### config.mk
export PLATFORM = sky130hd
export DESIGN_NAME = nearest_sample_resampler_top
export DESIGN_NICKNAME = d
export VERILOG_FILES = /design/src/nsr_pkg.sv /design/src/nearest_sample_resampler_top.sv /design/src/nsr_ctrl.sv /design/src/nsr_dp.sv
export SDC_FILE = /design/constraint.sdc
export NUM_CORES = 1
export LEC_CHECK = 0
export BUFFER_PORTS_ARGS = -buffer_cell sky130_fd_sc_hd__buf_2
export CORE_UTILIZATION = 50
export DETAILED_ROUTE_END_ITERATION = 10
export PLACE_DENSITY = 0.74
export SLEW_MARGIN = 30
export SYNTH_ARGS = -nofsm -noshare
export SYNTH_HDL_FRONTEND = slang
export SYNTH_SLANG_ARGS = --single-unit
### constraint.sdc
create_clock -name clk -period 6.3 [get_ports clk]
set_clock_uncertainty 0.2 [all_clocks]
set_input_delay 0.63 -clock clk [delete_from_list [all_inputs] [get_ports clk]]
set_output_delay 0.63 -clock clk [all_outputs]
set_load 0.01 [all_outputs]
### src/nsr_pkg.sv
// Shared types and constants for the nearest-sample resampler.
// No dependencies; imported by every module of the block.
`default_nettype none
package nsr_pkg;

  localparam int COUNT_BITS = 20;   // width of the output counter and output_count
  localparam int POS_BITS   = 32;   // 24.8 position, wraps
  localparam int IDX_BITS   = 24;   // source index, wraps
  localparam int RUN_BITS   = 7;    // outputs per item, 0..64
  localparam int CFG_W      = 20;   // widest register
  localparam int CFG_IDX_W  = 2;

  localparam logic [RUN_BITS-1:0] RUN_MAX = RUN_BITS'(64);

  // register indexes
  localparam logic [CFG_IDX_W-1:0] REG_STEP_FIXED      = 2'd0;
  localparam logic [CFG_IDX_W-1:0] REG_INPUT_IS_16BIT  = 2'd1;
  localparam logic [CFG_IDX_W-1:0] REG_OUTPUT_IS_16BIT = 2'd2;
  localparam logic [CFG_IDX_W-1:0] REG_OUTPUT_COUNT    = 2'd3;

  localparam logic [15:0] STEP_RESET = 16'd256;

  typedef struct packed {
    logic [15:0] source_sample;
    logic        first_of_sound;
  } in_item_t;

  typedef struct packed {
    logic signed [15:0] out_sample;
    logic               last_of_run;
    logic               sound_done;
  } out_item_t;

  typedef enum logic [0:0] {
    ST_IDLE,
    ST_EMIT
  } state_t;

  // controller -> datapath
  typedef struct packed {
    logic load;     // take the input item, clear state on first_of_sound
    logic emit;     // produce one output item
    logic finish;   // run over without an output this cycle: bump index
  } nsr_cmd_t;

  // datapath -> controller
  typedef struct packed {
    logic more;       // another output is due for the current sample
    logic out_free;   // output register can take an item
    logic emit_last;  // the output being emitted ends the run
  } nsr_stat_t;

endpackage
`default_nettype wire

### src/nearest_sample_resampler_top.sv
// Top level of the nearest-sample resampler: controller plus datapath.
// Depends on nsr_pkg, nsr_ctrl and nsr_dp.
`default_nettype none
// Nearest-sample rate converter. Source samples (unsigned 8-bit, centered
// and scaled to 16 bits, or signed 16-bit) come in on the in_ channel; for
// each one the block emits every output whose 24.8 position has an integer
// part at or below the sample's index, at most 64 per item, until
// output_count outputs have been produced for the sound. first_of_sound
// restarts position, index and count. The item is taken in the idle state,
// then outputs are emitted while the output register is free. The block
// works on one item at a time, so the rate is set by the single output
// register fed by the emit loop of the controller. The output register lets
// the next item be taken while the last result still waits. Registers are
// written through cfg_we/cfg_index/cfg_data; the user must write them only
// while the block is idle, which the block does not enforce: 0 step_fixed,
// 1 input_is_16bit, 2 output_is_16bit, 3 output_count.
module nearest_sample_resampler_top (
  input  wire logic                          clk,
  input  wire logic                          rst_n,
  input  wire logic                          cfg_we,
  input  wire logic [nsr_pkg::CFG_IDX_W-1:0] cfg_index,
  input  wire logic [nsr_pkg::CFG_W-1:0]     cfg_data,
  input  wire logic                          in_valid,
  output logic                               in_stall,
  input  wire nsr_pkg::in_item_t             in_item,
  output logic                               out_valid,
  input  wire logic                          out_stall,
  output nsr_pkg::out_item_t                 out_item
);
  import nsr_pkg::*;

  nsr_cmd_t  cmd;
  nsr_stat_t st;

  // sequencing: idle -> emit loop -> idle
  nsr_ctrl u_ctrl (
    .clk      (clk),
    .rst_n    (rst_n),
    .in_valid (in_valid),
    .in_stall (in_stall),
    .st       (st),
    .cmd      (cmd)
  );

  // state, conversion and output register
  nsr_dp u_dp (
    .clk       (clk),
    .rst_n     (rst_n),
    .cfg_we    (cfg_we),
    .cfg_index (cfg_index),
    .cfg_data  (cfg_data),
    .in_item   (in_item),
    .cmd       (cmd),
    .st        (st),
    .out_valid (out_valid),
    .out_stall (out_stall),
    .out_item  (out_item)
  );

endmodule
`default_nettype wire

### src/nsr_ctrl.sv
// Controller state machine of the resampler.
// Depends on nsr_pkg; drives commands into nsr_dp.
`default_nettype none
module nsr_ctrl (
  input  wire logic              clk,
  input  wire logic              rst_n,
  input  wire logic              in_valid,
  output logic                   in_stall,
  input  wire nsr_pkg::nsr_stat_t st,
  output nsr_pkg::nsr_cmd_t      cmd
);
  import nsr_pkg::*;

  state_t state_r, state_nxt;

  always_ff @(posedge clk) begin
    if (!rst_n) begin
      state_r <= ST_IDLE;
    end else begin
      state_r <= state_nxt;
    end
  end

  always_comb begin
    state_nxt  = state_r;
    cmd        = '0;
    in_stall   = 1'b1;
    case (state_r)
      ST_IDLE: begin
        in_stall = 1'b0;
        if (in_valid) begin
          cmd.load  = 1'b1;
          state_nxt = ST_EMIT;
        end
      end
      ST_EMIT: begin
        if (!st.more) begin
          cmd.finish = 1'b1;
          state_nxt  = ST_IDLE;
        end else if (st.out_free) begin
          cmd.emit = 1'b1;
          if (st.emit_last) begin
            state_nxt = ST_IDLE;
          end
        end
      end
      default: begin
        state_nxt = ST_IDLE;
      end
    endcase
  end

`ifndef ASSERT_OFF
  a_load_to_emit: assert property (@(posedge clk) disable iff (!rst_n)
    cmd.load |=> state_r == ST_EMIT)
    else $error("load did not enter emit state");
  a_cmd_excl: assert property (@(posedge clk) disable iff (!rst_n)
    !(cmd.emit && cmd.finish) && !(cmd.load && (cmd.emit || cmd.finish)))
    else $error("conflicting datapath commands");
  a_end_run: assert property (@(posedge clk) disable iff (!rst_n)
    (state_r == ST_EMIT && !st.more) |=> state_r == ST_IDLE)
    else $error("run did not end when no output was due");
`endif

endmodule
`default_nettype wire

### src/nsr_dp.sv
// Datapath of the resampler: config registers, position/index/count state,
// sample conversion and the output register. Depends on nsr_pkg.
`default_nettype none
module nsr_dp (
  input  wire logic                          clk,
  input  wire logic                          rst_n,
  input  wire logic                          cfg_we,
  input  wire logic [nsr_pkg::CFG_IDX_W-1:0] cfg_index,
  input  wire logic [nsr_pkg::CFG_W-1:0]     cfg_data,
  input  wire nsr_pkg::in_item_t             in_item,
  input  wire nsr_pkg::nsr_cmd_t             cmd,
  output nsr_pkg::nsr_stat_t                 st,
  output logic                               out_valid,
  input  wire logic                          out_stall,
  output nsr_pkg::out_item_t                 out_item
);
  import nsr_pkg::*;

  // configuration
  logic [15:0]           step_r;
  logic                  in16_r;
  logic                  out16_r;
  logic [COUNT_BITS-1:0] target_r;

  // sound state
  logic [POS_BITS-1:0]   pos_r, pos_nxt;
  logic [IDX_BITS-1:0]   idx_r, idx_nxt;
  logic [COUNT_BITS-1:0] done_r, done_nxt;
  logic [RUN_BITS-1:0]   n_r, n_nxt;
  logic [15:0]           smp_r;

  logic                  out_valid_r;
  out_item_t             out_item_r;

  logic [POS_BITS-1:0]   pos_sum;
  logic [COUNT_BITS-1:0] done_inc;
  logic [15:0]           wide_smp, conv_smp;

  always_ff @(posedge clk) begin
    if (!rst_n) begin
      step_r   <= STEP_RESET;
      in16_r   <= 1'b0;
      out16_r  <= 1'b0;
      target_r <= '0;
    end else if (cfg_we) begin
      case (cfg_index)
        REG_STEP_FIXED:      step_r   <= cfg_data[15:0];
        REG_INPUT_IS_16BIT:  in16_r   <= cfg_data[0];
        REG_OUTPUT_IS_16BIT: out16_r  <= cfg_data[0];
        REG_OUTPUT_COUNT:    target_r <= cfg_data[COUNT_BITS-1:0];
        default: ;
      endcase
    end
  end

  // byte - 128, scaled by 256: flip the sign bit and append zeros
  assign wide_smp = in16_r ? in_item.source_sample
                           : {in_item.source_sample[7] ^ 1'b1,
                              in_item.source_sample[6:0], 8'h00};
  // arithmetic shift right by 8
  assign conv_smp = out16_r ? wide_smp : {{8{wide_smp[15]}}, wide_smp[15:8]};

  assign pos_sum  = pos_r + POS_BITS'(step_r);
  assign done_inc = done_r + COUNT_BITS'(1);

  always_comb begin
    st.out_free  = !out_valid_r || !out_stall;
    st.more      = (n_r != RUN_MAX) && (done_r < target_r) &&
                   (pos_r[POS_BITS-1:8] <= idx_r);
    st.emit_last = (n_r == RUN_MAX - RUN_BITS'(1)) || (done_inc == target_r) ||
                   (pos_sum[POS_BITS-1:8] > idx_r);
  end

  always_comb begin
    pos_nxt  = pos_r;
    idx_nxt  = idx_r;
    done_nxt = done_r;
    n_nxt    = n_r;
    if (cmd.load) begin
      n_nxt = '0;
      if (in_item.first_of_sound) begin
        pos_nxt  = '0;
        idx_nxt  = '0;
        done_nxt = '0;
      end
    end else if (cmd.emit) begin
      pos_nxt  = pos_sum;
      done_nxt = done_inc;
      n_nxt    = n_r + RUN_BITS'(1);
      if (st.emit_last) begin
        idx_nxt = idx_r + IDX_BITS'(1);
      end
    end else if (cmd.finish) begin
      idx_nxt = idx_r + IDX_BITS'(1);
    end
  end

  always_ff @(posedge clk) begin
    if (!rst_n) begin
      pos_r       <= '0;
      idx_r       <= '0;
      done_r      <= '0;
      n_r         <= '0;
      out_valid_r <= 1'b0;
    end else begin
      pos_r  <= pos_nxt;
      idx_r  <= idx_nxt;
      done_r <= done_nxt;
      n_r    <= n_nxt;
      if (cmd.emit) begin
        out_valid_r <= 1'b1;
      end else if (!out_stall) begin
        out_valid_r <= 1'b0;
      end
    end
  end

  always_ff @(posedge clk) begin
    if (cmd.load) begin
      smp_r <= conv_smp;
    end
    if (cmd.emit) begin
      out_item_r.out_sample  <= smp_r;
      out_item_r.last_of_run <= st.emit_last;
      out_item_r.sound_done  <= (done_inc == target_r);
    end
  end

  assign out_valid = out_valid_r;
  assign out_item  = out_item_r;

`ifndef ASSERT_OFF
  a_run_cap: assert property (@(posedge clk) disable iff (!rst_n)
    n_r <= RUN_MAX)
    else $error("more than 64 outputs in one run");
  a_emit_below_target: assert property (@(posedge clk) disable iff (!rst_n)
    cmd.emit |-> (done_r < target_r) && st.out_free)
    else $error("emit past output count or into a full register");
  a_count_hold: assert property (@(posedge clk) disable iff (!rst_n)
    (!cmd.emit && !cmd.load && !cfg_we) |=> $stable(done_r))
    else $error("output count moved without an emit");
`endif

endmodule
`default_nettype wire

==> results.json, run 1 <==
{
  "dp_hpwl_um": 17300,
  "rows": 50,
  "p_int_mw": 1.72,
  "critPathCaptureType": "flop",
  "p_per_area_nw_per_um2": 229,
  "postCtsSetupBuffers": 0,
  "grt_overflow_total": 0,
  "place_inst": 1465,
  "cellLeakagePower_nw": 4.22,
  "setup_tns_ps": 0,
  "synth_edf_count": 34,
  "pre_cts_ws_ps": 848,
  "grt_pass1_wl_um": 41300,
  "tightest_slew_ps": 970,
  "yosys_warnings": 0,
  "cts_resized": 0,
  "synth.net_count": 1327,
  "die_h_um": 142,
  "maxCapViolations": 0,
  "synth_cell_types": 70,
  "period_minus_slack_ps": 5730,
  "fin_total_pwr_mw": 2.49,
  "ir_drop_mv": 0.238,
  "cts-root-buf": "clkbuf_16",
  "syn_inst": 1194,
  "routedWlPerCell_um": 16.7,
  "rr_worst_depth": 19,
  "r2r-start": "u_dp.step_r[1]$_SDFFE_PN0P_",
  "clkPwrFrac_pct": 44.1,
  "yosysTopAreaCell": "dfxtp_1",
  "min_path_cells": 3,
  "swShare_pct": 31.2,
  "fin_area_um2": 10900,
  "initial_core_util_pct": 51.7,
  "synth_area_leaders": "dfxtp_1, ha_1, edfxtp_1",
  "cts_tree": "built",
  "async_flop_share_pct": 0,
  "diodes": 0,
  "num_io_pins": 64,
  "regToRegSetupSlack_ps": 570,
  "cp_max_fo": 35,
  "worst_hold_path.endpoint": "u_dp.target_r[16]$_SDFFE_PN0P_",
  "die-width_um": 142,
  "hold_slack_ps": 218,
  "areaGrowthSynthToFinish_pct": 11.2,
  "rsz0062_at_grt": "no",
  "status": "completed",
  "ant_nets": 0,
  "core_area_um2": 19000,
  "die_area_um2": 20200,
  "cp-start-kind": "flop",
  "setup_viol": 0,
  "drc": 0,
  "grt_pass1_vias": 8260,
  "drive_gt1_share_pct": 9.86,
  "grt_max_degree": 72,
  "drt-initial-drc-count": 777,
  "htreeDepth": 4,
  "cts_buffer_depth": 2,
  "ctsHoldBuffers": 0,
  "clk_latency_ps": 450,
  "p_switching_uw": 779,
  "cts_sinks": 157,
  "critical_path_arrival_ps": 5910,
  "hold_viol": 0,
  "ys_ff_latch": 157,
  "syn_area_um2": 9800,
  "rr_endpoint": "u_dp.idx_r[12]$_SDFFE_PN0P_",
  "critPathRequiredTime_ps": 6470,
  "pwr-share-seq_pct": 43.6,
  "fin_cells": 1497,
  "min_from": "cfg_data[16]",
  "cts-buffers-inserted": 17,
  "slew_headroom_pct": 35.1,
  "wirelength_um": 25000,
  "maxSlewViolCount": 0,
  "viasPerCell": 6.00,
  "clk_pin_slew_ps": 70,
  "post-route-period-util_pct": 91.0,
  "synth_top_area_share_pct": 25.1,
  "synth_flop_cell": "dfxtp_1",
  "final_net_count": 1357,
  "hold_path_class": "in -> reg",
  "pwr-share-comb_pct": 12.3,
  "place_area_um2": 10300,
  "max_clock_freq_mhz": 174,
  "synth-seq-area-share_pct": 35.5,
  "vias": 8977,
  "synth.avg_cell_area_um2": 8.21,
  "gp_congestion": 0.888,
  "utilization_pct": 57.5,
  "crit_type": "reg -> reg",
  "portBuffers": 63,
  "firstDrtPassIters": 5,
  "worst_slack_ps": 567,
  "grt_usage_pct": 25.9,
  "antenna_found_initial": 0
}
[cell usage in the layout, fill, tap and decap left out, drive strengths merged, types with 37 or more instances in the layout]
cell type,count
xnor2,37
a21oi,167
nand3,47
nor2,62
dfxtp,123
nand2,154
buf,70
o21ai,67
ha,88
inv,70
[synth_stat cells (all sizes together), types with 9 or more instances]
master / count
clkbuf: 48
nand4: 30
a21o: 15
nand3b: 9
nor3: 33
or4: 9
and3: 15
o21ai: 67
xnor2: 37
a21oi: 167
mux2i: 12
buf: 11
ha: 88
xor2: 19
nor4: 10
a31oi: 17
nand2: 154
dfxtp: 123
o21a: 19
nand3: 47
inv: 61
edfxtp: 34
nor2: 62
or3: 17
[kinds of logic after synthesis]
family | after synthesis | synth area share [%]
buffers and inverters | 120 | 4.82
XOR/XNOR | 56 | 5.00
multiplexers | 12 | 1.23
AND/OR/NAND/NOR | 417 | 21.3
adder cells (fa/ha/maj) | 89 | 11.4
flip-flops | 157 | 35.5
AO/OA/AOI/OAI | 343 | 20.7
[routing by layer]
layer	GRT usage (%)	up-vias	part of all wire (%)
met4	6.96	0	1.3
met1	34.5	4285	45
met3	4.88	32	5.7
li1	-	4402	-
met5	0	-	0
met2	42.9	258	48
[cell type report]
| class | count | area [µm²] |
|---|---|---|
| Fill cell | 1710 | 8050 |
| Multi-Input combinational cell | 917 | 5860 |
| Sequential cell | 157 | 3480 |
| Clock buffer | 17 | 425 |
| Timing Repair Buffer | 70 | 368 |
| Tap cell | 260 | 325 |
| Inverter | 61 | 230 |
| Clock inverter | 15 | 214 |
[critical path, stage by stage, from the launching register on]
cell and delay, ps:
dfxtp_1 400, ha_1 280, a211o_1 290, a21oi_1 210
o2bb2ai_1 230, o211ai_1 210, a2111oi_0 750, nor2_1 290
nand3_1 340, nor2_1 100, xor2_1 160, ha_1 320
nand4_1 160, nor4_1 390, a21oi_1 120, o32ai_1 210
nor3_2 60, buf_4 260, or4_1 530, a21oi_1 150
[power by group through the flow]
stage / clock (mW) / combinational, mW / sequential [mW]
2_1_floorplan: 0 / 0.197 / 1.11
3_3_place_gp: 0 / 0.298 / 1.11
3_5_place_dp: 0 / 0.303 / 1.11
4_1_cts: 1.11 / 0.306 / 1.09
5_1_grt: 1.16 / 0.338 / 1.09
6_report: 1.10 / 0.307 / 1.09
[worst max-delay path by stage]
stage / from / end / depth (start not counted)
finish: u_dp.step_r[1]$_SDFFE_PN0P_ / u_dp.idx_r[12]$_SDFFE_PN0P_ / 19
CTS: u_dp.step_r[1]$_SDFFE_PN0P_ / u_dp.idx_r[12]$_SDFFE_PN0P_ / 19
global route: u_dp.step_r[1]$_SDFFE_PN0P_ / u_dp.idx_r[14]$_SDFFE_PN0P_ / 19
detailed placement: u_dp.pos_r[1]$_SDFFE_PN0P_ / u_dp.idx_r[12]$_SDFFE_PN0P_ / 19
floorplan: u_dp.pos_r[4]$_SDFFE_PN0P_ / u_dp.idx_r[9]$_SDFFE_PN0P_ / 19
global placement: u_dp.pos_r[1]$_SDFFE_PN0P_ / u_dp.idx_r[3]$_SDFFE_PN0P_ / 19
[sequential cells by signal, indices dropped and copies added (netlist names)]
name            count
u_dp.pos_r         32
u_ctrl.state_r      1
u_dp.out16_r        1
u_dp.idx_r         24
u_dp.out_valid      1
u_dp.n_r            7
u_dp.smp_r         16
u_dp.out_item      18
u_dp.step_r        16
u_dp.target_r      20
u_dp.done_r        20
u_dp.in16_r         1
Note: power is estimated with default switching activity, not from simulation.
==> run 2, diff against run 1 <==
- clock period: 6.3 -> 6.92 ns (I/O delays scaled with it)
==> results.json, run 2 (synthesized netlist as in run 1, its figures left out) <==
{
  "status": "completed",
  "htreeDepth": 4,
  "cts-buffers-inserted": 17,
  "vias": 8865,
  "regMostFlops": "u_dp.pos_r",
  "path_cells": "ha_1 > a211o_1 > a21oi_1 > o2bb2ai_1 > o211ai_1 > a2111oi_0 > nor2_1 > nand3_1 > nor2_1 > xor2_1 > ha_1 > nand4_1 > nor4_1 > a21oi_1 > o32ai_1 > nor3_2 > buf_4 > or4_1 > a21oi_1",
  "largest_reg_flops": 32,
  "postCtsSetupBuffers": 0,
  "hold_path_class": "reg -> reg",
  "setup_tns_ps": 0,
  "cellLeakagePower_nw": 4.20,
  "post-route-period-util_pct": 82.1,
  "tightest_slew_ps": 945,
  "critPathCaptureType": "flop",
  "ant_nets": 0,
  "rows": 50,
  "rsz0062_at_grt": "no",
  "cts-root-buf": "clkbuf_16",
  "antenna_found_initial": 0,
  "slowest_stage": "a2111oi_0",
  "fill_cells": 1693,
  "top_regs": "u_dp.pos_r x32, u_dp.idx_r x24",
  "hold_viol": 0,
  "die_h_um": 142,
  "maxCapViolations": 0,
  "firstDrtPassIters": 5,
  "cp_max_fo": 35,
  "grt_overflow_total": 0,
  "initial_core_util_pct": 51.7,
  "clk_latency_ps": 430,
  "p_per_area_nw_per_um2": 204,
  "crit_type": "reg -> reg",
  "cp-start-kind": "flop",
  "final_net_count": 1357,
  "dp_hpwl_um": 17500,
  "die_area_um2": 20200,
  "hold_slack_ps": 222,
  "core_area_um2": 19000,
  "ir_drop_mv": 0.219,
  "clk_pin_slew_ps": 70,
  "viasPerCell": 5.92,
  "diodes": 0,
  "cts_tree": "built",
  "maxSlewViolCount": 0,
  "final_common_cell": "a21oi_1",
  "drt-initial-drc-count": 686,
  "portBuffers": 63,
  "grt_max_degree": 72,
  "cpPeakStageDelay_ps": 700,
  "ctsHoldBuffers": 0,
  "cts_resized": 0,
  "drive_gt1_share_pct": 9.86,
  "num_io_pins": 64,
  "max_clock_freq_mhz": 176,
  "slew_headroom_pct": 36.6,
  "critPathRequiredTime_ps": 7070,
  "gp_congestion": 0.909,
  "crit_path_frequent_cell": "a21oi_1",
  "period_minus_slack_ps": 5680,
  "setup_viol": 0,
  "routedWlPerCell_um": 16.5,
  "cts_sinks": 157,
  "grt_pass1_wl_um": 40600,
  "critical_path_arrival_ps": 5830,
  "drc": 0,
  "wirelength_um": 24700,
  "cts_buffer_depth": 2,
  "die-width_um": 142,
  "final_cell_mix": "a21oi_1, nand2_1, dfxtp_1",
  "grt_pass1_vias": 8192,
  "areaGrowthSynthToFinish_pct": 10.9,
  "grt_usage_pct": 25.3
}
==> run 2: cell types whose count changed in the layout (fill, tap and decap cells not counted) <==
cell,change
clkinv_1,+1
inv_12,-5
inv_1,-1
clkinvlp_4,+2
inv_8,+3
==> run 2: power by group <==
| part | internal, mW | leakage, nW | switching [mW] |
|---|---|---|---|
| registers | 0.971 | 1.31 | 0.0196 |
| clock network | 0.491 | 0.290 | 0.461 |
| logic | 0.0850 | 2.59 | 0.196 |
| total | 1.55 | 4.20 | 0.677 |
==> run 2: worst paths after layout <==
path	startpoint	endpoint	slack, ps	cells after the start
worst max-delay path	u_dp.pos_r[1]$_SDFFE_PN0P_	u_dp.idx_r[5]$_SDFFE_PN0P_	1240	19
worst min-delay path	u_dp.smp_r[4]$_DFFE_PP_	u_dp.out_item[6]$_DFFE_PP_	220	0
worst max register to register	u_dp.pos_r[1]$_SDFFE_PN0P_	u_dp.idx_r[5]$_SDFFE_PN0P_	1240	19
worst min register to register	u_dp.smp_r[4]$_DFFE_PP_	u_dp.out_item[6]$_DFFE_PP_	220	0
==> run 2: critical path, delay by kind of cell, from the launching register on <==
kind            cells  cell delay [ps]
compound gates      8             2080
simple gates        7             1910
fa+ha+maj           2              640
flops               1              340
buf+inv             1              260
xor+xnor            1              150
==> run 2: area by class of cell <==
type / count / area [µm²] / area share [%]
Clock buffer: 17 / 425 / 3.91
Timing Repair Buffer: 70 / 368 / 3.38
Tap cell: 260 / 325 / 2.99
Multi-Input combinational cell: 917 / 5860 / 53.9
Inverter: 61 / 230 / 2.12
Sequential cell: 157 / 3480 / 32.0
Clock inverter: 15 / 181 / 1.67
==> run 2: metrics by stage <==
stage          instance area [µm²]  setup slack [ps]  utilization [%]  power (mW)  std cells
2_1_floorplan                 9800              2250                -        1.19       1194
3_3_place_gp                 10300              1640             54.1        1.28       1465
3_5_place_dp                 10300              1370             54.1        1.29       1465
4_1_cts                      10900              1250             57.3        2.23       1497
5_1_grt                      10900               556             57.4        2.30       1497
6_report                     10900              1240             57.4        2.22       1497
==> run 2: routing by layer <==
| layer | track usage [%] | share of wire (%) | vias to the layer above |
|---|---|---|---|
| met3 | 4.24 | 5.2 | 41 |
| met4 | 9.39 | 2.5 | 0 |
| met5 | 0 | 0 | - |
| li1 | - | - | 4387 |
| met2 | 40.1 | 46 | 255 |
| met1 | 34.6 | 47 | 4182 |
==> run 3, diff against run 2 <==
- clock period: 6.92 -> 5.8 ns (I/O delays scaled with it)
==> results.json, run 3 (synthesized netlist as in run 1, its figures left out) <==
{
  "status": "completed",
  "clkPwrFrac_pct": 43.9,
  "slowest_stage": "or4_1",
  "critPathCaptureType": "flop",
  "die_h_um": 142,
  "clk_latency_ps": 450,
  "postCtsSetupBuffers": 0,
  "rsz0062_at_grt": "no",
  "cp_max_fo": 35,
  "maxSlewViolCount": 0,
  "p_switching_uw": 843,
  "firstDrtPassIters": 5,
  "ir_drop_mv": 0.200,
  "grt_pass1_vias": 8242,
  "grt_max_degree": 76,
  "p_per_area_nw_per_um2": 247,
  "wirelength_um": 25200,
  "htreeDepth": 4,
  "drt-initial-drc-count": 680,
  "cts-buffers-inserted": 17,
  "viasPerCell": 5.97,
  "cts-root-buf": "clkbuf_16",
  "dp_hpwl_um": 17500,
  "num_io_pins": 64,
  "cp_top_family": "compound AO/OA/AOI/OAI gates",
  "grt_usage_pct": 25.8,
  "grt_pass1_wl_um": 41300,
  "initial_core_util_pct": 51.7,
  "diodes": 0,
  "final_net_count": 1361,
  "areaGrowthSynthToFinish_pct": 11.6,
  "p_int_mw": 1.86,
  "gp_congestion": 0.888,
  "ant_nets": 0,
  "antenna_found_initial": 0,
  "utilization_pct": 57.7,
  "grt_overflow_total": 0,
  "hold_viol": 0,
  "path_cells": "ha_1 > o21a_1 > o21a_1 > o2bb2ai_1 > o211ai_1 > a2111oi_2 > nor2_1 > nand3_1 > nor2_1 > xor2_1 > ha_1 > nand4_1 > nor4_1 > a21oi_1 > o32ai_1 > nor3_2 > buf_4 > or4_1 > a21oi_1",
  "max_clock_freq_mhz": 189,
  "cellLeakagePower_nw": 4.24,
  "setup_viol": 0,
  "cts_tree": "built",
  "clk_pin_slew_ps": 80,
  "post-route-period-util_pct": 91.4,
  "rows": 50,
  "critical_path_arrival_ps": 5460,
  "cts_resized": 0,
  "critPathRequiredTime_ps": 5960,
  "cp-start-kind": "flop",
  "cpPeakStageDelay_ps": 520,
  "maxCapViolations": 0,
  "die-width_um": 142,
  "swShare_pct": 31.2,
  "largest_reg_flops": 32,
  "setup_tns_ps": 0,
  "final_cell_mix": "a21oi_1, nand2_1, dfxtp_1",
  "pwr-share-seq_pct": 43.6,
  "final_common_cell": "a21oi_1",
  "ctsHoldBuffers": 0,
  "die_area_um2": 20200,
  "routedWlPerCell_um": 16.8,
  "cts_sinks": 157,
  "cts_buffer_depth": 2,
  "hold_path_class": "in -> reg",
  "core_area_um2": 19000,
  "slew_headroom_pct": 37.8,
  "drive_gt1_share_pct": 10.2,
  "period_minus_slack_ps": 5300,
  "vias": 8956,
  "regMostFlops": "u_dp.pos_r",
  "crit_type": "reg -> reg",
  "portBuffers": 63,
  "tightest_slew_ps": 927,
  "crit_buf_inv": 1,
  "top_regs": "u_dp.pos_r x32, u_dp.idx_r x24",
  "pwr-share-comb_pct": 12.4,
  "drc": 0
}
==> run 3: cell count changes in the layout (fill, tap and decap cells not counted), sizes merged <==
cell      delta
buf          +4
clkinvlp     -2
inv          +1
clkinv       +1
==> run 3: worst reg2reg max path, stage by stage, from the launching register on <==
cell	delay, ps
dfxtp_1	320
ha_1	340
o21a_1	230
o21a_1	170
o2bb2ai_1	310
o211ai_1	240
a2111oi_2	440
nor2_1	200
nand3_1	290
nor2_1	100
xor2_1	150
ha_1	330
nand4_1	170
nor4_1	370
a21oi_1	130
o32ai_1	220
nor3_2	60
buf_4	250
or4_1	530
a21oi_1	150
==> run 3: power by group through the flow <==
stage                     registers (mW)  clock network, mW  logic (mW)
final                               1.18               1.19       0.337
after global routing                1.18               1.26       0.370
after floorplan                     1.20                  0       0.214
after global placement              1.20                  0       0.325
after CTS                           1.18               1.20       0.332
after detailed placement            1.21                  0       0.330
==> run 3: routing by layer <==
layer  part of all wire [%]  vias to the layer above  routed length, µm  track usage [%]
li1                       -                     4400                  -                -
met1                     45                     4234              11300             34.7
met2                     46                      285              11500             41.3
met3                    7.2                       37               1820             5.22
met4                    2.1                        0                534             8.83
met5                      0                        -                  0                0
==> run 3: cell type report <==
cell class	instances	area, µm²
Clock inverter	15	214
Timing Repair Buffer	74	398
Sequential cell	157	3480
Tap cell	260	325
Inverter	61	230
Clock buffer	17	425
Fill cell	1686	8010
Multi-Input combinational cell	917	5870
==> run 3: metrics by stage <==
stage	setup slack, ps	std cells	total power, mW	cell area [µm²]	hold slack (ps)
after global routing	76.6	1501	2.81	10900	175
after floorplan	1130	1194	1.42	9800	200
after CTS	234	1501	2.72	10900	164
after global placement	535	1469	1.53	10300	201
final	498	1501	2.71	10900	176
after detailed placement	320	1469	1.54	10300	205
==> run 3: worst paths after layout <==
kind	start	end	cells past startpoint	slack (ps)
worst min register to register	u_dp.smp_r[5]$_DFFE_PP_	u_dp.out_item[7]$_DFFE_PP_	0	220
worst max register to register	u_dp.pos_r[4]$_SDFFE_PN0P_	u_dp.idx_r[12]$_SDFFE_PN0P_	19	500
worst max-delay path	u_dp.pos_r[4]$_SDFFE_PN0P_	u_dp.idx_r[12]$_SDFFE_PN0P_	19	500
worst min-delay path	cfg_data[19]	u_dp.target_r[19]$_SDFFE_PN0P_	3	180
